--- config.mk ---
export PLATFORM = sky130hd
export DESIGN_NAME = rbh_rot_stage
export DESIGN_NICKNAME = d
export VERILOG_FILES = /design/src/sv/rbh_pkg.sv /design/src/sv/rbh_rot_stage.sv
export SDC_FILE = /design/constraint.sdc
export NUM_CORES = 1
export LEC_CHECK = 0
export BUFFER_PORTS_ARGS = -buffer_cell sky130_fd_sc_hd__clkbuf_2
export CAP_MARGIN = 25
export CORE_ASPECT_RATIO = 0.5
export CORE_MARGIN = 2
export CORE_UTILIZATION = 45
export DETAILED_ROUTE_END_ITERATION = 12
export PLACE_DENSITY_LB_ADDON = 0.1
export SLEW_MARGIN = 20
export SYNTH_ARGS = -nofsm -noshare
export SYNTH_HDL_FRONTEND = slang
export SYNTH_SLANG_ARGS = --single-unit
--- constraint.sdc ---
create_clock -name clk -period 16.91 [get_ports clk]
set_input_delay 5.073 -clock clk [delete_from_list [all_inputs] [get_ports clk]]
set_output_delay 5.073 -clock clk [all_outputs]
set_load 0.03 [all_outputs]
--- src/sv/rbh_pkg.sv ---
package rbh_pkg;

  // Field widths.
  localparam int ELEV_W   = 18;
  localparam int RANGE_W  = 20;
  localparam int HEIGHT_W = 21;
  localparam int GROUND_W = 20;
  localparam int RADIUS_W = 24;

  // Datapath widths: x/y of the rotation (Q16 m), rotation angle (Q30),
  // u/v of the vectoring (Q16 m) and the accumulated ground angle (Q30).
  localparam int XW  = 38;
  localparam int ZRW = 34;
  localparam int UW  = 43;
  localparam int ZVW = 33;

  localparam logic [RADIUS_W-1:0] RADIUS_RESET = 24'd8494667;
  localparam logic [31:0] PI_Q30       = 32'd3373259426;
  localparam logic [31:0] HALF_PI_Q30  = 32'd1686629713;
  localparam logic [29:0] INV_GAIN_Q30 = 30'd652032874;

  typedef struct packed {
    logic signed [XW-1:0]  x;
    logic signed [XW-1:0]  y;
    logic signed [ZRW-1:0] z;
    logic                  flip;
  } rot_t;

  typedef struct packed {
    logic signed [UW-1:0]  u;
    logic signed [UW-1:0]  v;
    logic signed [ZVW-1:0] z;
    logic                  zero;
  } vec_t;

  // Arctangent of 2^-i in Q30 radians.
  function automatic logic [31:0] atan_q30(input logic [4:0] idx);
    logic [31:0] r;
    unique case (idx)
      5'd0:  r = 32'h3243F6A8;
      5'd1:  r = 32'h1DAC6705;
      5'd2:  r = 32'h0FADBAFC;
      5'd3:  r = 32'h07F56EA6;
      5'd4:  r = 32'h03FEAB76;
      5'd5:  r = 32'h01FFD55B;
      5'd6:  r = 32'h00FFFAAA;
      5'd7:  r = 32'h007FFF55;
      5'd8:  r = 32'h003FFFEA;
      5'd9:  r = 32'h001FFFFD;
      5'd10: r = 32'h000FFFFF;
      5'd11: r = 32'h0007FFFF;
      5'd12: r = 32'h0003FFFF;
      5'd13: r = 32'h0001FFFF;
      5'd14: r = 32'h0000FFFF;
      5'd15: r = 32'h00007FFF;
      5'd16: r = 32'h00003FFF;
      5'd17: r = 32'h00001FFF;
      5'd18: r = 32'h00000FFF;
      5'd19: r = 32'h000007FF;
      5'd20: r = 32'h000003FF;
      5'd21: r = 32'h000001FF;
      5'd22: r = 32'h000000FF;
      5'd23: r = 32'h0000007F;
      5'd24: r = 32'h0000003F;
      5'd25: r = 32'h0000001F;
      5'd26: r = 32'h0000000F;
      5'd27: r = 32'h00000008;
      5'd28: r = 32'h00000004;
      5'd29: r = 32'h00000002;
      5'd30: r = 32'h00000001;
      5'd31: r = 32'h00000000;
    endcase
    return r;
  endfunction

endpackage

--- src/sv/rbh_rot_stage.sv ---
module rbh_rot_stage import rbh_pkg::*; #(
  parameter int IDX = 0
) (
  input  logic clk,
  input  logic rst,
  input  logic adv,
  input  logic in_valid,
  input  rot_t in_d,
  output logic out_valid,
  output rot_t out_d
);

  localparam logic signed [ZRW-1:0] ANG = ZRW'(atan_q30(5'(IDX)));

  logic signed [XW-1:0]  x, y, dx, dy;
  logic signed [ZRW-1:0] z;
  rot_t d_next;

  always_comb begin
    x  = in_d.x;
    y  = in_d.y;
    z  = in_d.z;
    dx = y >>> IDX;
    dy = x >>> IDX;
    d_next = in_d;
    if (z >= 0) begin
      d_next.x = x - dx;
      d_next.y = y + dy;
      d_next.z = z - ANG;
    end else begin
      d_next.x = x + dx;
      d_next.y = y - dy;
      d_next.z = z + ANG;
    end
  end

  always_ff @(posedge clk) begin
    if (rst) begin
      out_valid <= 1'b0;
    end else if (adv) begin
      out_valid <= in_valid;
    end
    if (adv) begin
      out_d <= d_next;
    end
  end

endmodule

Yosys cells after proc, flatten, opt, wreduce, memory -nomap -nowiden
Cells that the tools add are included.
{"block": "word_totals", "ff_bits": 112, "out_inout_bits": 112}
{"block": "classes", "addsub": 5, "n_mux": 1, "n_lt_le_gt_ge": 1}
{"cell": "110-bit two-way mux", "n": 1}
{"cell": "38-bit subtractor", "n": 2}
{"cell": "38-bit adder", "n": 1}
{"cell": "34-bit by 31-bit adder with 34-bit output, second input constant", "n": 1}
{"cell": "34-bit by 1-bit greater-or-equal comparator with 1-bit output, second input constant", "n": 1}
{"cell": "34-bit by 31-bit subtractor with 34-bit output, second input constant", "n": 1}

Logic depth before layout (Yosys ltp)
{"block": "logic_depth", "word_depth": 2, "ltp_mapped": 21, "ltp_nobuf": 18}

Least setup slack after synthesis
No wires, ideal clock.
{"block": "synth_timing", "path_type": "input to register", "startpoint": "input port in_d[33] (netlist bit)", "endpoint": "register out_d[34] (netlist bit) (data pin)", "n_path_buf": 2, "arrival_time_ps": 8880, "cell_stages": 20, "required_ps": 16651, "setup_slack_ps": 7771, "path_cell_list": "inv_1 > ha_1 > nor4b_1 > nand4_1 > nor4_1 > and4_1 > nand2b_1 > inv_2 > clkbuf_1 > clkbuf_1 > ha_1 > nor2b_1 > o31a_1 > o31ai_1 > o211ai_1 > o311ai_1 > a31o_2 > o21ai_1 > a21oi_1 > xnor2_1"}
{"item": "start, declared", "line": "rbh_rot_stage.sv:8", "text": "input rot_t in_d,"}
{"item": "end signal, assigned", "line": "rbh_rot_stage.sv:44", "text": "out_d <= d_next;"}
{"item": "end, declared", "line": "rbh_rot_stage.sv:10", "text": "output rot_t out_d"}

==> qor.txt <==
Skew-Pair Late Insertion Delay: 0.38 ns
Reg2reg path depth: 2
CTS buffer count: 9
Vias/cell: 5.93
P_sw: 457 uW
Fin. max-slew vios: 0
Asr flop ratio synth: 0
Post-synthesis mux area share: 0.00764
Synth top area cells: edfxtp_1 28%, ha_1 15%, a21oi_1 7.3%
Setup bufs post-CTS: 0
Setup CP Type: in -> reg
CP Data Required Time: 17.04 ns
Post-synth EDFFs: 110
Hold slack: 0.500 ns
First-pass GRT wire length: 61700 um
Startpoint Class: input pin
Syn Inst Count: 1404
Slowest CP cell: buf_4
Worst slew pin tran: 1.05 ns
Synth-to-Final Area Change: 13.5%
Clock skew: 0 ns
Clock Power Share: 0.189
CTS tree: yes
Fin crit period: 9.16 ns
Fin. Hold Viols: 0
Syn. warnings: 0
Comb pwr share: 0.463
Total core area: 25500 um2
Synthesized area: 11800 um2
Sw Ratio: 0.423
Maximum vdd ir drop: 59.7 uV
Hold path endpoint: out_valid
Die Wd: 233 um
GP Congestion: 0.928
Slew margin rel.: 0.303
IO Count: 227
CP max stage delay: 0.70 ns
Vias in the first global route: 11.0k
Post-Syn Nets: 1664
# diodes: 0
Min-delay worst type: reg -> reg
Final setup violation count: 0
Synth Area per Inst: 8.40 um2
# hold bufs at CTS: 0
Flop pwr share: 0.348
Worst-path fanout max: 81
Most common cell in the netlist: a21oi_1
Fin area: 13400 um2
I/O Buffers: 226
WL/cell: 20.4 um
Synth cell count leaders: 172 x a21oi_1, 141 x ha_1, 116 x nor2_1
Synth Area in XOR/XNOR: 0.0721
GRT Util Overall: 0.285
GRT overflow: 0
Hold wc startpoint: out_valid
Crit path capture type: flop
RSZ-0062 raised after global routing: false
Routed vias: 11.5k
DP Area: 13100 um2
Compound-Gate Fraction of Synth Area: 0.271
Initial antenna violation count: 0
Setup TNS: 0 ns
PnR worst setup slack: 7.75 ns
CP Cell Sequence: clkbuf_2 -> inv_1 -> ha_1 -> nor4b_1 -> nand4_1 -> nor4_1 -> and4_1 -> nand2b_2 -> inv_2 -> buf_4 -> ha_1 -> a211oi_1 -> o21bai_1 -> a21oi_1 -> o211ai_1 -> o311ai_1 -> a31o_2 -> o21ai_1 -> a21oi_1 -> xnor2_1
Post-Route WL: 39400 um
Num Clock Sinks: 111
CTS Root Buffer Type: clkbuf_16
Max cap viols: 0
Count of different cell masters after synthesis: 81
Largest family of logic cells by synthesized area: compound AO/OA/AOI/OAI gates
Period utilisation layout: 0.541
Top-area cell type share of the netlist area: 0.280
DRT Pass-1 Iters: 5
Ys flop type: edfxtp_1
Power Internal: 625 uW
Placement Setup Slack: 7.36 ns
H-tree depth: 3
Tot Pwr: 1.08 mW
Site Rows: 41
Largest area contributor in the netlist: edfxtp_1
Largest net degree at the start of global routing: 83
Share of layout cells above drive strength 1: 0.172
Pleak: 5.96 nW
Sequential fraction of the synthesis area: 0.282
R2R setup slack: 16.32 ns
F_max: 109 MHz
Worst EP arrival: 9.29 ns
Initial DRC Count: 1123
Hold Crit Depth: 2
Post-synthesis simple-gate area fraction: 0.150
Die H: 118 um
CTS max path bufs: 2
CTS clk-pin slew, worst paths: 0.07 ns
DR DRC count: 0
R2R Path End: out_valid
Run status: complete, no violations
R2r startpoint: out_valid
Initial Util: 0.462
Adder-cell share of the synthesized area: 0.156
Detailed Place HPWL: 31500 um
Power per Cell Area: 80.9 nW/um2
FF+latch count, synth: 111
Final Net Count: 1845
Die area: 27600 um2
ANT nets after route: 0
Resized cells post-CTS: 0
-- through the flow --
stage               instances  utilization
floorplan                1404            -
detailed placement       1918        0.514
global placement         1918        0.514
finish                   1934        0.525
CTS                      1934        0.525
global route             1934        0.525
-- per-layer routing --
metal  global-route usage  wire, um
met5                    0         0
met3               0.0492      2740
met2                0.451     17600
met4               0.0549       508
met1                0.410     18600
-- area by class of cell --
type	count	area, um2
inverters	120	450
well taps	344	430
clock buffers	11	233
fillers	2443	12100
multi-input cells	1114	7750
repair buffers	229	1160
clock inverters	5	32.5
flip-flops and latches	111	3320
-- logic make-up after synthesis --
| kind of cell | Yosys count |
|---|---|
| flip-flops | 111 |
| multiplexers | 9 |
| AND/OR/NAND/NOR | 361 |
| AO/OA/AOI/OAI | 502 |
| buffers and inverters | 179 |
| XOR/XNOR | 97 |
| adder cells (fa/ha/maj) | 145 |
-- critical path, delay by kind of cell --
family | cells | cell delay [ns]
AOI/OAI and AO/OA | 8 | 1.76
xor gates and xnor gates | 1 | 0.09
and+or+nand+nor | 5 | 0.71
buffers and inverters | 4 | 1.00
adders and majority gates | 2 | 0.63
-- registers in the layout, summed over array words and instances, names as in the netlist --
name       flops
out_valid      1
out_d        110
-- power by group through the flow --
stage	clock network [mW]	registers, mW	logic (mW)
2_1_floorplan	0	0.473	0.253
3_3_place_gp	0	0.381	0.494
3_5_place_dp	0	0.383	0.494
4_1_cts	0.214	0.377	0.496
5_1_grt	0.222	0.381	0.542
6_report	0.205	0.376	0.501
-- layout by cell type, fill, tap and decap left out, types with 9 or more instances in the layout --
master,instances
nor2b_1,16
a31oi_1,19
clkbuf_2,225
a21oi_1,172
edfxtp_1,110
nor2_1,116
o21a_1,13
o21ai_0,82
nor4_1,15
nand3_1,26
a211oi_1,20
nand2b_1,16
ha_1,141
nand2_1,71
nor3_1,27
a21o_1,45
mux2i_1,9
xor2_1,18
o21ai_1,15
inv_1,111
xnor2_1,79
and3_1,11
o31ai_1,14
o211ai_1,9
nand4_1,19
clkbuf_16,9
o21bai_1,34
-- how the worst max path moves through the flow --
stage               cells past startpoint   endpoint     start
finish                                 20  out_d[34]  in_d[34]
global route                           18  out_d[34]   in_d[4]
CTS                                    20  out_d[34]  in_d[34]
detailed placement                     20  out_d[34]  in_d[34]
global placement                       20  out_d[34]  in_d[34]
floorplan                              20  out_d[34]  in_d[33]
No activity file was read; power rests on OpenSTA's default activity.
