$ cat src/sv/rbh_pkg.sv
package rbh_pkg;

  // Field widths.
  localparam int ELEV_W   = 18;
  localparam int RANGE_W  = 20;
  localparam int HEIGHT_W = 21;
  localparam int GROUND_W = 20;
  localparam int RADIUS_W = 24;

  // Datapath widths: x/y of the rotation (Q16 m), rotation angle (Q30),
  // u/v of the vectoring (Q16 m) and the accumulated ground angle (Q30).
  localparam int XW  = 38;
  localparam int ZRW = 34;
  localparam int UW  = 43;
  localparam int ZVW = 33;

  localparam logic [RADIUS_W-1:0] RADIUS_RESET = 24'd8494667;
  localparam logic [31:0] PI_Q30       = 32'd3373259426;
  localparam logic [31:0] HALF_PI_Q30  = 32'd1686629713;
  localparam logic [29:0] INV_GAIN_Q30 = 30'd652032874;

  typedef struct packed {
    logic signed [XW-1:0]  x;
    logic signed [XW-1:0]  y;
    logic signed [ZRW-1:0] z;
    logic                  flip;
  } rot_t;

  typedef struct packed {
    logic signed [UW-1:0]  u;
    logic signed [UW-1:0]  v;
    logic signed [ZVW-1:0] z;
    logic                  zero;
  } vec_t;

  // Arctangent of 2^-i in Q30 radians.
  function automatic logic [31:0] atan_q30(input logic [4:0] idx);
    logic [31:0] r;
    unique case (idx)
      5'd0:  r = 32'h3243F6A8;
      5'd1:  r = 32'h1DAC6705;
      5'd2:  r = 32'h0FADBAFC;
      5'd3:  r = 32'h07F56EA6;
      5'd4:  r = 32'h03FEAB76;
      5'd5:  r = 32'h01FFD55B;
      5'd6:  r = 32'h00FFFAAA;
      5'd7:  r = 32'h007FFF55;
      5'd8:  r = 32'h003FFFEA;
      5'd9:  r = 32'h001FFFFD;
      5'd10: r = 32'h000FFFFF;
      5'd11: r = 32'h0007FFFF;
      5'd12: r = 32'h0003FFFF;
      5'd13: r = 32'h0001FFFF;
      5'd14: r = 32'h0000FFFF;
      5'd15: r = 32'h00007FFF;
      5'd16: r = 32'h00003FFF;
      5'd17: r = 32'h00001FFF;
      5'd18: r = 32'h00000FFF;
      5'd19: r = 32'h000007FF;
      5'd20: r = 32'h000003FF;
      5'd21: r = 32'h000001FF;
      5'd22: r = 32'h000000FF;
      5'd23: r = 32'h0000007F;
      5'd24: r = 32'h0000003F;
      5'd25: r = 32'h0000001F;
      5'd26: r = 32'h0000000F;
      5'd27: r = 32'h00000008;
      5'd28: r = 32'h00000004;
      5'd29: r = 32'h00000002;
      5'd30: r = 32'h00000001;
      5'd31: r = 32'h00000000;
    endcase
    return r;
  endfunction

endpackage

$ cat src/sv/rbh_vec_stage.sv
module rbh_vec_stage import rbh_pkg::*; #(
  parameter int IDX = 0
) (
  input  logic clk,
  input  logic rst,
  input  logic adv,
  input  logic in_valid,
  input  vec_t in_d,
  output logic out_valid,
  output vec_t out_d
);

  localparam logic signed [ZVW-1:0] ANG = ZVW'(atan_q30(5'(IDX)));

  logic signed [UW-1:0]  u, v, du, dv;
  logic signed [ZVW-1:0] z;
  vec_t d_next;

  always_comb begin
    u  = in_d.u;
    v  = in_d.v;
    z  = in_d.z;
    du = v >>> IDX;
    dv = u >>> IDX;
    d_next = in_d;
    if (v >= 0) begin
      d_next.u = u + du;
      d_next.v = v - dv;
      d_next.z = z + ANG;
    end else begin
      d_next.u = u - du;
      d_next.v = v + dv;
      d_next.z = z - ANG;
    end
  end

  always_ff @(posedge clk) begin
    if (rst) begin
      out_valid <= 1'b0;
    end else if (adv) begin
      out_valid <= in_valid;
    end
    if (adv) begin
      out_d <= d_next;
    end
  end

endmodule

$ cat config.mk
export PLATFORM = sky130hd
export DESIGN_NAME = rbh_vec_stage
export DESIGN_NICKNAME = d
export VERILOG_FILES = /design/src/sv/rbh_pkg.sv /design/src/sv/rbh_vec_stage.sv
export SDC_FILE = /design/constraint.sdc
export NUM_CORES = 1
export LEC_CHECK = 0
export BUFFER_PORTS_ARGS = -buffer_cell sky130_fd_sc_hd__clkbuf_2
export CELL_PAD_IN_SITES_DETAIL_PLACEMENT = 1
export CELL_PAD_IN_SITES_GLOBAL_PLACEMENT = 2
export CORE_MARGIN = 4
export CORE_UTILIZATION = 34
export DETAILED_ROUTE_END_ITERATION = 12
export GPL_TIMING_DRIVEN = 0
export HOLD_SLACK_MARGIN = 0.03
export PLACE_DENSITY_LB_ADDON = 0.12
export SKIP_CTS_REPAIR_TIMING = 1
export SLEW_MARGIN = 10
export SYNTH_ARGS = -nofsm -noshare
export SYNTH_HDL_FRONTEND = slang
export SYNTH_SLANG_ARGS = --single-unit
$ cat constraint.sdc
create_clock -name clk -period 3.7 [get_ports clk]
set_input_delay 0.185 -clock clk [delete_from_list [all_inputs] [get_ports clk]]
set_output_delay 0.185 -clock clk [all_outputs]
set_load 0.05 [all_outputs]
# Word-level counts from Yosys, hierarchy flattened
# Index checks and enable logic that the tools add are counted.
# Widths: inputs -> output; s select.
[totals]
register_bits = 121
[classes]
muxes = 1
magnitude_cmp = 1
addsub = 5
[op_table]
columns = ["op", "count"]
rows = [
  ["$mux 119", 1],
  ["$sub 43x43->43", 2],
  ["$add 43x43->43", 1],
  ["$ge 43x1->1 const B", 1],
  ["$add 33x31->33 const B", 1],
  ["$sub 33x31->33 const B", 1],
]

# Longest topological paths before layout
[logic_depth]
word_depth = 2
depth_mapped = 13
depth_no_buf = 12

# Least setup slack after synthesis
# OpenSTA, ideal clock, no wires.
[synth_timing]
path_type = "input to register"
start = "input port in_d[76] in the netlist's numbering"
end = "register out_d[30] in the netlist's numbering, data pin"
path_stages = 13
arrival_time_ns = 3.181
n_path_buf = 2
path_slack_ns = 0.260
required_time_ns = 3.440
cell_sequence = "inv_2 -> clkbuf_1 -> buf_1 -> ha_1 -> nor2b_1 -> o31a_1 -> o31ai_1 -> nand3_1 -> a41oi_1 -> o21ai_0 -> nor4_1 -> nor3_1 -> xnor2_1"
[synth_rtl]
columns = ["element", "line", "source"]
rows = [
  ["from (decl)", "rbh_vec_stage.sv:8", "input vec_t in_d,"],
  ["to (signal assigned)", "rbh_vec_stage.sv:44", "out_d <= d_next;"],
  ["to (decl)", "rbh_vec_stage.sv:10", "output vec_t out_d"],
]

==> results list <==
- The placed instances occupy a cell area of 14,900 um2.
- Synthesis produced a netlist with a net count of 1,817.
* Global-route wire length before repair: 79,700 um
- Fraction of final layout cells with drive strength greater than 1: 19.5%
* Post-detailed-route count of antenna-violating nets: 0
- Unrepaired setup endpoints after global routing: false
* Met3 Wirelength: 2990 um
- FFs w/ async S/R, synth: 0%
* Number of buffers and inverters on the critical path: 3
* Final count of hold timing violations: 0
* Finish-stage setup viols: 0
- The detailed router finished its first iteration with 811 violations.
- Flops & latches, synth: 120
- Leading cell types in the layout, fill and taps excluded: clkbuf_2 (243), a21oi_1 (193), ha_1 (154), nor2_1 (130), inv_1 (129)
- Final Routed Wirelength: 52,900 um
- Net count of the finished layout: 2,086
- Largest net degree at the start of global routing: 70
- Area grow syn2layout: 19.6%
- The library cell used most frequently in the layout, excluding fill and tap cells, is clkbuf_2.
- The floorplan has 71 rows.
- Clock-pin slew on the worst setup and hold paths: 0.06 ns
* CTS root buf: clkbuf_16
- Share of the synthesized area in the top cell type: 27.5%
- Ordered list of cells on the worst path: buf_2, inv_6, buf_6, ha_1, nor2b_1, o31a_1, o31ai_1, nand3_1, a41oi_1, o21ai_0, nor4_1, nor3_1, xnor2_1
- Endpoint kind of the worst setup timing path: register
- Topmost layer with routed signal wires: met4
- Required arrival time at the worst endpoint: 3.89 ns
- Clk Latency, worst-skew pair: 0.45 ns
* Leakage: 0.00681 uW
- Cell count after placement: 2,291
- Number of buffer cells added on primary ports: 244
* Number of remaining DRC errors: 0
- Across the run, the number of max-cap violations was 0.
- Diode insertion count for antenna repair: 0
- Among all stages on the critical path, the largest delay is contributed by buf_2.
- Number of antenna violations at the first check in global routing: 1
- Fin. max-slew vios: 0
- TritonCTS clock tree: built
* Sequential-to-total area share from yosys stat: 27.7%
- Measured along the x axis, the die boundary spans 203 um.
- Transition time at the pin with the least slew margin: 1.29 ns
- Counting the buffers created by CTS gives 17.
* Synthesized instance count: 1,535
- Initial standard-cell utilization of the core: 34.5%
* Number of synthesized flops with an enable pin: 119
- Critical path's top delay family: compound AO/OA/AOI/OAI gates
* Worst endpoint data arrival time: 3.65 ns
* Run status: finished clean
- Fin cells: 2,328
- Dividing the detail-routed via count by the number of cells gives 5.58.
* Die Area: 41,400 um2
- I/O pin count: 245
- The H-tree was split into 4 levels.
- After routing the design area is 15,500 um2.
* Max frequency: 289 MHz
- The number of global-route vias before repair was 13.3k.
- Met1 wire length: 24,000 um
* Highest ir drop seen on vdd: 318 uV
- In this run the worst path has a maximum fanout of 24.
- The worst setup path is launched from an input pin.
- Met2 routed WL: 24,700 um
* Syn_area_per_cell: 8.46 um2
- Top post-synthesis cells by area: edfxtp_1 (28%), ha_1 (15%), a21oi_1 (7.4%)
- The worst hold path belongs to the class input pin to register.
- Of the available clock period, the critical path in the final layout requires 93.4%.
- Core Footprint: 37,700 um2
- The tree built by TritonCTS fans out to 120 sinks.
* Die Y: 203 um
- By startpoint and endpoint, the worst setup path is classified as input pin to register.
- Global routing used 24.8% of the available tracks across all layers.
- After global routing the overflow that remains totals 0.
* Number of warnings issued by yosys: 0
* Library cell with the largest summed area after synthesis: edfxtp_1
* Pwr/cell area: 424 nW/um2
- Pre-Repair DR Iteration Count: 5
- Measured against its own limit, the worst slew margin works out to 13.7%.
* Largest stage delay on the critical path: 0.45 ns
- Aggregate negative setup slack: 0 ns
- The clock passes through at most 2 buffers.
- Number of distinct standard cells referenced by the synthesized netlist: 94
* Most common flop cell mapped by yosys: edfxtp_1
* HPWL reported at the end of detailed placement: 42,500 um
* Max Clock Skew: 0 ns
- Total power for the finished layout comes to 6600 uW.
* Total via count after detailed routing: 13.0k
- In the final routed layout, each cell accounts on average for 22.7 um.
- Counting I/O delays and the setup requirement, the final critical path takes 3.46 ns.
- The congestion estimate from routability-driven global placement came to 0.896.
- The cell area that synthesis handed to floorplanning was 13,000 um2.
## final cells by class
class                      instances  area [um2]
clock buffer                      18         429
multi-input combinational       1214        8570
sequential                       120        3590
buffer                            62         312
timing repair buffer             251        1320
fill                            4571       22100
tap                              511         639
inverter                         138         523
clock inverter                    14         156
## synth_stat cells (13+ instances only)
cell,n
a21o_1,36
a21oi_1,193
buf_2,20
clkbuf_1,27
edfxtp_1,119
ha_1,154
inv_1,129
mux2i_1,25
nand2_1,76
nand2b_1,17
nand3_1,24
nand4_1,29
nor2_1,130
nor2b_1,14
nor3_1,27
o21ai_0,107
o21bai_1,38
o31ai_1,15
xnor2_1,92
xor2_1,13
## state kept, by name, summed over array words and instances (netlist names)
register	count
out_valid	1
out_d	119
## kinds of logic (layout without fill, tap and decap cells)
logic type,Yosys count,after routing,share of synthesized area [%]
muxes,26,26,2.01
buffers and inverters,201,483,6.36
AOI/OAI and AO/OA,544,544,26.9
and+or+nand+nor,381,381,14.6
adders and majority gates,158,158,15.4
xor gates and xnor gates,105,105,7.08
DFF,120,120,27.7
## worst paths after layout
check | slack, ns | from | to | cells after the start
hold / removal | 0.06 | in_d[119] | out_d[119] | 2
setup / recovery | 0.24 | in_d[76] | out_d[30] | 13
setup reg to reg | 2.54 | out_valid | out_valid | 3
hold reg to reg | 1.09 | out_valid | out_valid | 3
## per-layer routing
layer / up-vias / track usage (%)
met1: 6377 / 34.0
met4: 0 / 6.79
met2: 410 / 41.4
met3: 66 / 3.47
li1: 6127 / -
met5: - / 0
## metrics by stage
step / hold WS [ns] / util [%] / setup WS, ns
finish: 0.0591 / 41.3 / 0.245
global placement: 0.345 / 39.4 / -2.16
floorplan: 0.257 / - / 0.260
CTS: -0.137 / 41.1 / -0.860
global route: 0.0614 / 41.3 / 0.127
detailed placement: 0.347 / 39.5 / -1.33
## report_power, final
| group | internal, uW | switching, uW |
|---|---|---|
| Sequential | 1800 | 62.3 |
| Clock | 1050 | 678 |
| Combinational | 855 | 2150 |
## worst reg2reg max path, stage by stage, from the launching register on
cell and delay [ns]:
dfxtp_1 0.31, mux2i_1 0.12, nor2_1 0.06, dlygate4sd3_1 0.56
Note: power is estimated with default switching activity, not from simulation.
