<file path="src/sv/rbh_pkg.sv">
package rbh_pkg;

  // Field widths.
  localparam int ELEV_W   = 18;
  localparam int RANGE_W  = 20;
  localparam int HEIGHT_W = 21;
  localparam int GROUND_W = 20;
  localparam int RADIUS_W = 24;

  // Datapath widths: x/y of the rotation (Q16 m), rotation angle (Q30),
  // u/v of the vectoring (Q16 m) and the accumulated ground angle (Q30).
  localparam int XW  = 38;
  localparam int ZRW = 34;
  localparam int UW  = 43;
  localparam int ZVW = 33;

  localparam logic [RADIUS_W-1:0] RADIUS_RESET = 24'd8494667;
  localparam logic [31:0] PI_Q30       = 32'd3373259426;
  localparam logic [31:0] HALF_PI_Q30  = 32'd1686629713;
  localparam logic [29:0] INV_GAIN_Q30 = 30'd652032874;

  typedef struct packed {
    logic signed [XW-1:0]  x;
    logic signed [XW-1:0]  y;
    logic signed [ZRW-1:0] z;
    logic                  flip;
  } rot_t;

  typedef struct packed {
    logic signed [UW-1:0]  u;
    logic signed [UW-1:0]  v;
    logic signed [ZVW-1:0] z;
    logic                  zero;
  } vec_t;

  // Arctangent of 2^-i in Q30 radians.
  function automatic logic [31:0] atan_q30(input logic [4:0] idx);
    logic [31:0] r;
    unique case (idx)
      5'd0:  r = 32'h3243F6A8;
      5'd1:  r = 32'h1DAC6705;
      5'd2:  r = 32'h0FADBAFC;
      5'd3:  r = 32'h07F56EA6;
      5'd4:  r = 32'h03FEAB76;
      5'd5:  r = 32'h01FFD55B;
      5'd6:  r = 32'h00FFFAAA;
      5'd7:  r = 32'h007FFF55;
      5'd8:  r = 32'h003FFFEA;
      5'd9:  r = 32'h001FFFFD;
      5'd10: r = 32'h000FFFFF;
      5'd11: r = 32'h0007FFFF;
      5'd12: r = 32'h0003FFFF;
      5'd13: r = 32'h0001FFFF;
      5'd14: r = 32'h0000FFFF;
      5'd15: r = 32'h00007FFF;
      5'd16: r = 32'h00003FFF;
      5'd17: r = 32'h00001FFF;
      5'd18: r = 32'h00000FFF;
      5'd19: r = 32'h000007FF;
      5'd20: r = 32'h000003FF;
      5'd21: r = 32'h000001FF;
      5'd22: r = 32'h000000FF;
      5'd23: r = 32'h0000007F;
      5'd24: r = 32'h0000003F;
      5'd25: r = 32'h0000001F;
      5'd26: r = 32'h0000000F;
      5'd27: r = 32'h00000008;
      5'd28: r = 32'h00000004;
      5'd29: r = 32'h00000002;
      5'd30: r = 32'h00000001;
      5'd31: r = 32'h00000000;
    endcase
    return r;
  endfunction

endpackage

</file>
<file path="src/sv/rbh_fold_stage.sv">
module rbh_fold_stage import rbh_pkg::*; #(
  parameter int QW  = 33,
  parameter int BIT = 0
) (
  input  logic                 clk,
  input  logic                 rst,
  input  logic                 adv,
  input  logic                 in_valid,
  input  logic [QW-1:0]        in_q,
  input  logic                 in_neg,
  input  logic                 in_flip,
  input  logic signed [XW-1:0] in_x,
  output logic                 out_valid,
  output logic [QW-1:0]        out_q,
  output logic                 out_neg,
  output logic                 out_flip,
  output logic signed [XW-1:0] out_x
);

  // One restoring-division step by pi; only the parity of the quotient matters.
  localparam logic [QW-1:0] STEP = QW'(PI_Q30) << BIT;

  logic take;
  assign take = (in_q >= STEP);

  always_ff @(posedge clk) begin
    if (rst) begin
      out_valid <= 1'b0;
    end else if (adv) begin
      out_valid <= in_valid;
    end
    if (adv) begin
      out_q    <= take ? in_q - STEP : in_q;
      out_flip <= in_flip ^ (take & (BIT == 0));
      out_neg  <= in_neg;
      out_x    <= in_x;
    end
  end

endmodule

</file>
<file path="config.mk">
export PLATFORM = sky130hd
export DESIGN_NAME = rbh_fold_stage
export DESIGN_NICKNAME = d
export VERILOG_FILES = /design/src/sv/rbh_pkg.sv /design/src/sv/rbh_fold_stage.sv
export SDC_FILE = /design/constraint.sdc
export NUM_CORES = 1
export LEC_CHECK = 0
export BUFFER_PORTS_ARGS = -buffer_cell sky130_fd_sc_hd__buf_4
export CAP_MARGIN = 20
export CORE_ASPECT_RATIO = 1.2
export CORE_MARGIN = 5
export CORE_UTILIZATION = 45
export DETAILED_ROUTE_END_ITERATION = 8
export PLACE_DENSITY_LB_ADDON = 0.2
export SYNTH_ARGS = -nofsm -noshare
export SYNTH_HDL_FRONTEND = slang
export SYNTH_SLANG_ARGS = --single-unit
</file>
<file path="constraint.sdc">
create_clock -name clk -period 3.54 [get_ports clk]
set_input_delay 0.177 -clock clk [delete_from_list [all_inputs] [get_ports clk]]
set_output_delay 0.177 -clock clk [all_outputs]
set_load 0.02 [all_outputs]
</file>
# --- Word level (Yosys, flattened, before mapping) ---
# Index checks and enable logic that the tools add are counted.
# W data, S select, Z words.
classes:
  bitwise: 1
  magnitude_cmp: 1
  mux: 1
  add_sub_neg: 1
op_table:
  columns: ["cell", "n"]
  rows:
  - ["$ge A33 B32 Y1 const B", 1]
  - ["$mux W33", 1]
  - ["$sub A33 B32 Y33 const B", 1]
  - ["$xor A1 B1 Y1", 1]
word_totals:
  output_inout_bits: 74
  elab_cells: 9
  ff_bits: 74
  input_bits: 77

# --- Longest topological paths before layout ---
logic_depth:
  depth_word: 2
  ltp_mapped: 11
  ltp_nobuf: 9

# --- Least setup slack after synthesis ---
# OpenSTA, ideal clock, no wires.
synth_path:
  path_kind: "input-to-reg"
  startpoint: "in in_q[29]"
  endpoint: "reg out_q[11], data pin"
  n_path_buf: 2
  t_required_ps: 3281
  stages: 8
  setup_time_ps: 259
  t_arrival_ps: 1883
  setup_slack_ps: 1397
  cell_sequence: "or2_2 or4_1 a211o_1 and2_4 buf_6 buf_12 a21oi_2 xor2_1"
synth_via:
  elab_chain_len: 2
synth_rtl:
  columns: ["item", "line_no", "text"]
  rows:
  - ["start, declared", "rbh_fold_stage.sv:9", "input logic [QW-1:0] in_q,"]
  - ["$ge A33 B32 Y1", "rbh_fold_stage.sv:24", "assign take = (in_q >= STEP);"]
  - ["$mux W33", "rbh_fold_stage.sv:33", "out_q <= take ? in_q - STEP : in_q;"]
  - ["end signal, assigned", "rbh_fold_stage.sv:33", null]
  - ["end, declared", "rbh_fold_stage.sv:14", "output logic [QW-1:0] out_q,"]
# No other way between the ends.
# A chain may end at the register's enable or synchronous reset.

# --- Worst setup path after layout ---
layout_path:
  startpoint: "in in_q[26]"
  endpoint: "reg out_q[29], data pin"
layout_via:
  elab_chain_len: 2
  elab_cells_between_ends: 3
  classes_between: "add/sub (1); order compare (1); mux (1)"
layout_rtl:
  columns: ["item", "line_no"]
  rows:
  - ["$sub A33 B32 Y33 or $ge A33 B32 Y1 (tied branches)", "rbh_fold_stage.sv:33, rbh_fold_stage.sv:24"]
  - ["$mux W33 *", "rbh_fold_stage.sv:33"]
# Mark *: on every way between the ends. The rest lies on a longest branch, timed or not.

==> summary.md <==
| Metric | Value |
|---|---|
| Outcome | `finished clean` |
| Met2 usage | `0.339` |
| Area Overhead vs Synth | `54.5%` |
| Combinational Power Share | `0.217` |
| Drt total wl | `between 8000 and 9000 µm` |
| EDFF count, synth | `73` |
| Slew @ Worst Pin | `approximately 0.92 ns` |
| Die width | `~86 µm` |
| GR Util met1 | `0.216` |
| Sw Pwr | `a little under 0.0006 W` |
| Slew Limit Fails | `0` |
| Clk pwr share | `0.272` |
| Worst min path class | `in -> reg` |
| Worst R2R End | `out_valid` |
| Flop-to-flop setup slack | `between 2 and 3 ns` |
| Final Util | `0.713` |
| Grt ovf | `0` |
| Req. time, crit path | `about 3.6 ns` |
| Die Area | `about 8800 µm²` |
| Row cnt | `33` |
| Yosys warns | `0` |
| Chip Height | `102 µm` |
| Total number of vias | `roughly 2500` |
| Leakage power | `2.00 nW` |
| Clk buf depth | `2` |
| Syn nets | `about 290` |
| Critical path class | `in -> reg` |
| CP max stage delay | `about 0.49 ns` |
| H-tree depth | `3` |
| Final RePlAce weighted congestion | `about 0.9` |
| Clk sinks | `74` |
| Worst Skew | `0 ns` |
| Cells after Synth | `approximately 210` |
| Fmax | `approximately 0.43 GHz` |
| Post_cts resized | `0` |
| Vias per Instance | `~5.0` |
| Internal power | `around 0.0015 W` |
| Mapped cell area | `around 3100 µm²` |
| Number of global-route vias before repair | `~2400` |
| Reg power frac | `0.511` |
| CP top delay family | `simple AND/OR/NAND/NOR gates` |
| Minimum clock period | `between 2 and 2.5 ns` |
| Power per cell area | `438 nW/µm²` |
| Clk slew on worst S/H paths | `0.08 ns` |
| Overall power | `about 0.0021 W` |
| Slowest cell on the critical path | `or4_1` |
| Critical Path Stages | `8` |
| Nets@finish | `around 480` |
| Root Buffer | `clkbuf_8` |
| All-Layer GR Usage | `0.191` |
| Initial Util | `0.461` |
| Initial antenna violation count | `0` |
| Post-synth cell types | `41` |
| Worst R2R Path Depth | `2` |
| Fin crit share | `0.657` |
| Buffers added on ports | `150` |
| N_diodes | `0` |
| Largest net degree at the start of global routing | `between 70 and 80` |
| CTS Buf Count | `9` |
| Most Used Layer, Global Route | `met2` |
| Drt pass-1 iters | `6` |
| Num ports | `151` |
| Fraction of layout cells with a size suffix above 1 | `0.443` |
| Hold_buf cts | `16` |
| Worst hold start | `in_x[29]` |
| Buffers & Inverters on Critical Path | `1` |
| Critical path endpoint | `out_q[29]` |
| Crit path arrival time | `about 2.4 ns` |
| Crit end category | `flip-flop` |
| Setup crit start | `in_q[26]` |
| Worst Path Max Fanout | `17` |
| Initial DRC count | `approximately 100` |
| Setup bufs post-CTS | `0` |
| Net Sw Frac | `0.272` |
| Max Cap Viol | `0` |
| Syn_area_per_cell | `~15 µm²` |
| TNS Setup | `0 ns` |
| RR Startpoint | `out_valid` |
| Wire length of the first global-routing pass | `12500 µm` |
| Dominant synthesized flop cell | `edfxtp_1` |
| Endpoints failing setup | `0` |
| Core region area | `slightly below 7000 µm²` |
| ANT nets after route | `0` |
| DR DRC count | `0` |
| DR WL/cell | `roughly 18 µm` |
| Clock Latency Late Sink | `approximately 0.33 ns` |
| Post-synth ARST share | `0` |
| Worst path cell trace | `buf_4 > nor2_1 > nand3_1 > or4_1 > a211o_1 > nand2_1 > o311ai_0 > xnor2_1` |
| RSZ-0062 raised after global routing | `no` |
| Post-synthesis sequential area ratio | `0.704` |
| CTS tree | `built` |
| Slew HR | `0.384` |
| Max IR drop VDD | `between 200 and 300 µV` |
| Startpoint types | `primary input` |
| Final Hold Vio Count | `0` |
| Post-DP HPWL | `between 6000 and 7000 µm` |
| GR Util met3 | `0.0659` |
| #FFs+latches synth | `74` |
through the flow:
step	hold slack [ns]	worst slack, ns	instances	area (µm²)
2_1_floorplan	0.249	1.40	214	3140
3_3_place_gp	0.336	0.952	448	4340
3_5_place_dp	0.345	0.862	448	4340
4_1_cts	0.000459	1.24	480	4670
5_1_grt	-0.0107	1.00	498	4850
6_report	0.0220	1.22	498	4850
registers in the layout, summed over array words and instances, names as in the netlist:
register   cells
out_x         38
out_valid      1
out_neg        1
out_flip       1
out_q         33
cell usage after synthesis, types with 4 or more instances:
master,number,share of area
a21o_1,4,0.0096
edfxtp_1,73,0.70
o21ai_0,7,0.011
inv_1,5,0.0060
nor2_1,16,0.019
a21oi_1,8,0.013
a21oi_2,4,0.011
xnor2_1,22,0.061
nand3_1,8,0.013
xor2_1,9,0.025
nand2_1,21,0.025
worst min-delay path by stage:
stage | cells after the start | slack [ns] | endpoint
after floorplan | 1 | 0.25 | out_valid
after global placement | 2 | 0.34 | out_valid
after detailed placement | 2 | 0.34 | out_valid
after CTS | 1 | 0.0005 | out_x[4]
after global routing | 1 | -0.01 | out_x[29]
final | 1 | 0.02 | out_x[29]
per-layer routing:
layer / vias up / part of all wire
met1: 1156 / 0.37
met4: 0 / 0.014
li1: 1175 / -
met5: - / 0
met2: 136 / 0.52
met3: 12 / 0.10
cell type report:
type                       count  area [µm²]
timing repair buffer         184        1470
multi-input combinational    132         876
sequential                    74        2210
inverter                       5        18.8
clock inverter                 5        31.3
clock buffer                  11         141
tap                           87         109
fill                         481        1960
worst register-to-register path: cells and delay by family (launching register included):
family	cells	cell delay (ns)
and+or+nand+nor	1	0.05
muxes	1	0.13
DFF	1	0.31
power groups by stage:
stage	combinational, W	sequential [W]	clock, W
2_1_floorplan	0.0000889	0.00121	0
4_1_cts	0.000445	0.00108	0.000590
3_5_place_dp	0.000430	0.00110	0
5_1_grt	0.000491	0.00109	0.000634
3_3_place_gp	0.000422	0.00110	0
6_report	0.000461	0.00109	0.000579
logic make-up (layout without fill, tap and decap cells):
| kind of cell | after synthesis | count (layout) | share of synthesized area |
|---|---|---|---|
| flops | 74 | 74 | 0.704 |
| simple gates | 67 | 67 | 0.116 |
| compound gates | 32 | 32 | 0.0693 |
| xor+xnor | 31 | 31 | 0.0864 |
| buf+inv | 8 | 205 | 0.0175 |
| fa+ha+maj | 1 | 1 | 0.00398 |
| mux | 1 | 1 | 0.00318 |
cells in the final DEF, fill, tap and decap left out, types with 2 or more instances in the layout:
master         instances
clkinv_2               3
o31ai_1                2
a211o_1                2
clkbuf_8              10
a21oi_1                8
buf_4                150
o21ai_0                7
nor2_1                16
edfxtp_1              73
dlygate4sd3_1         34
inv_1                  5
nor2_2                 2
nand2_1               21
or4_1                  2
a21o_1                 4
nand3_1                8
or3_1                  2
nor4_2                 2
xor2_1                 9
xnor2_1               22
nor3_2                 2
a21oi_2                4
Note: power is estimated with default switching activity, not from simulation.
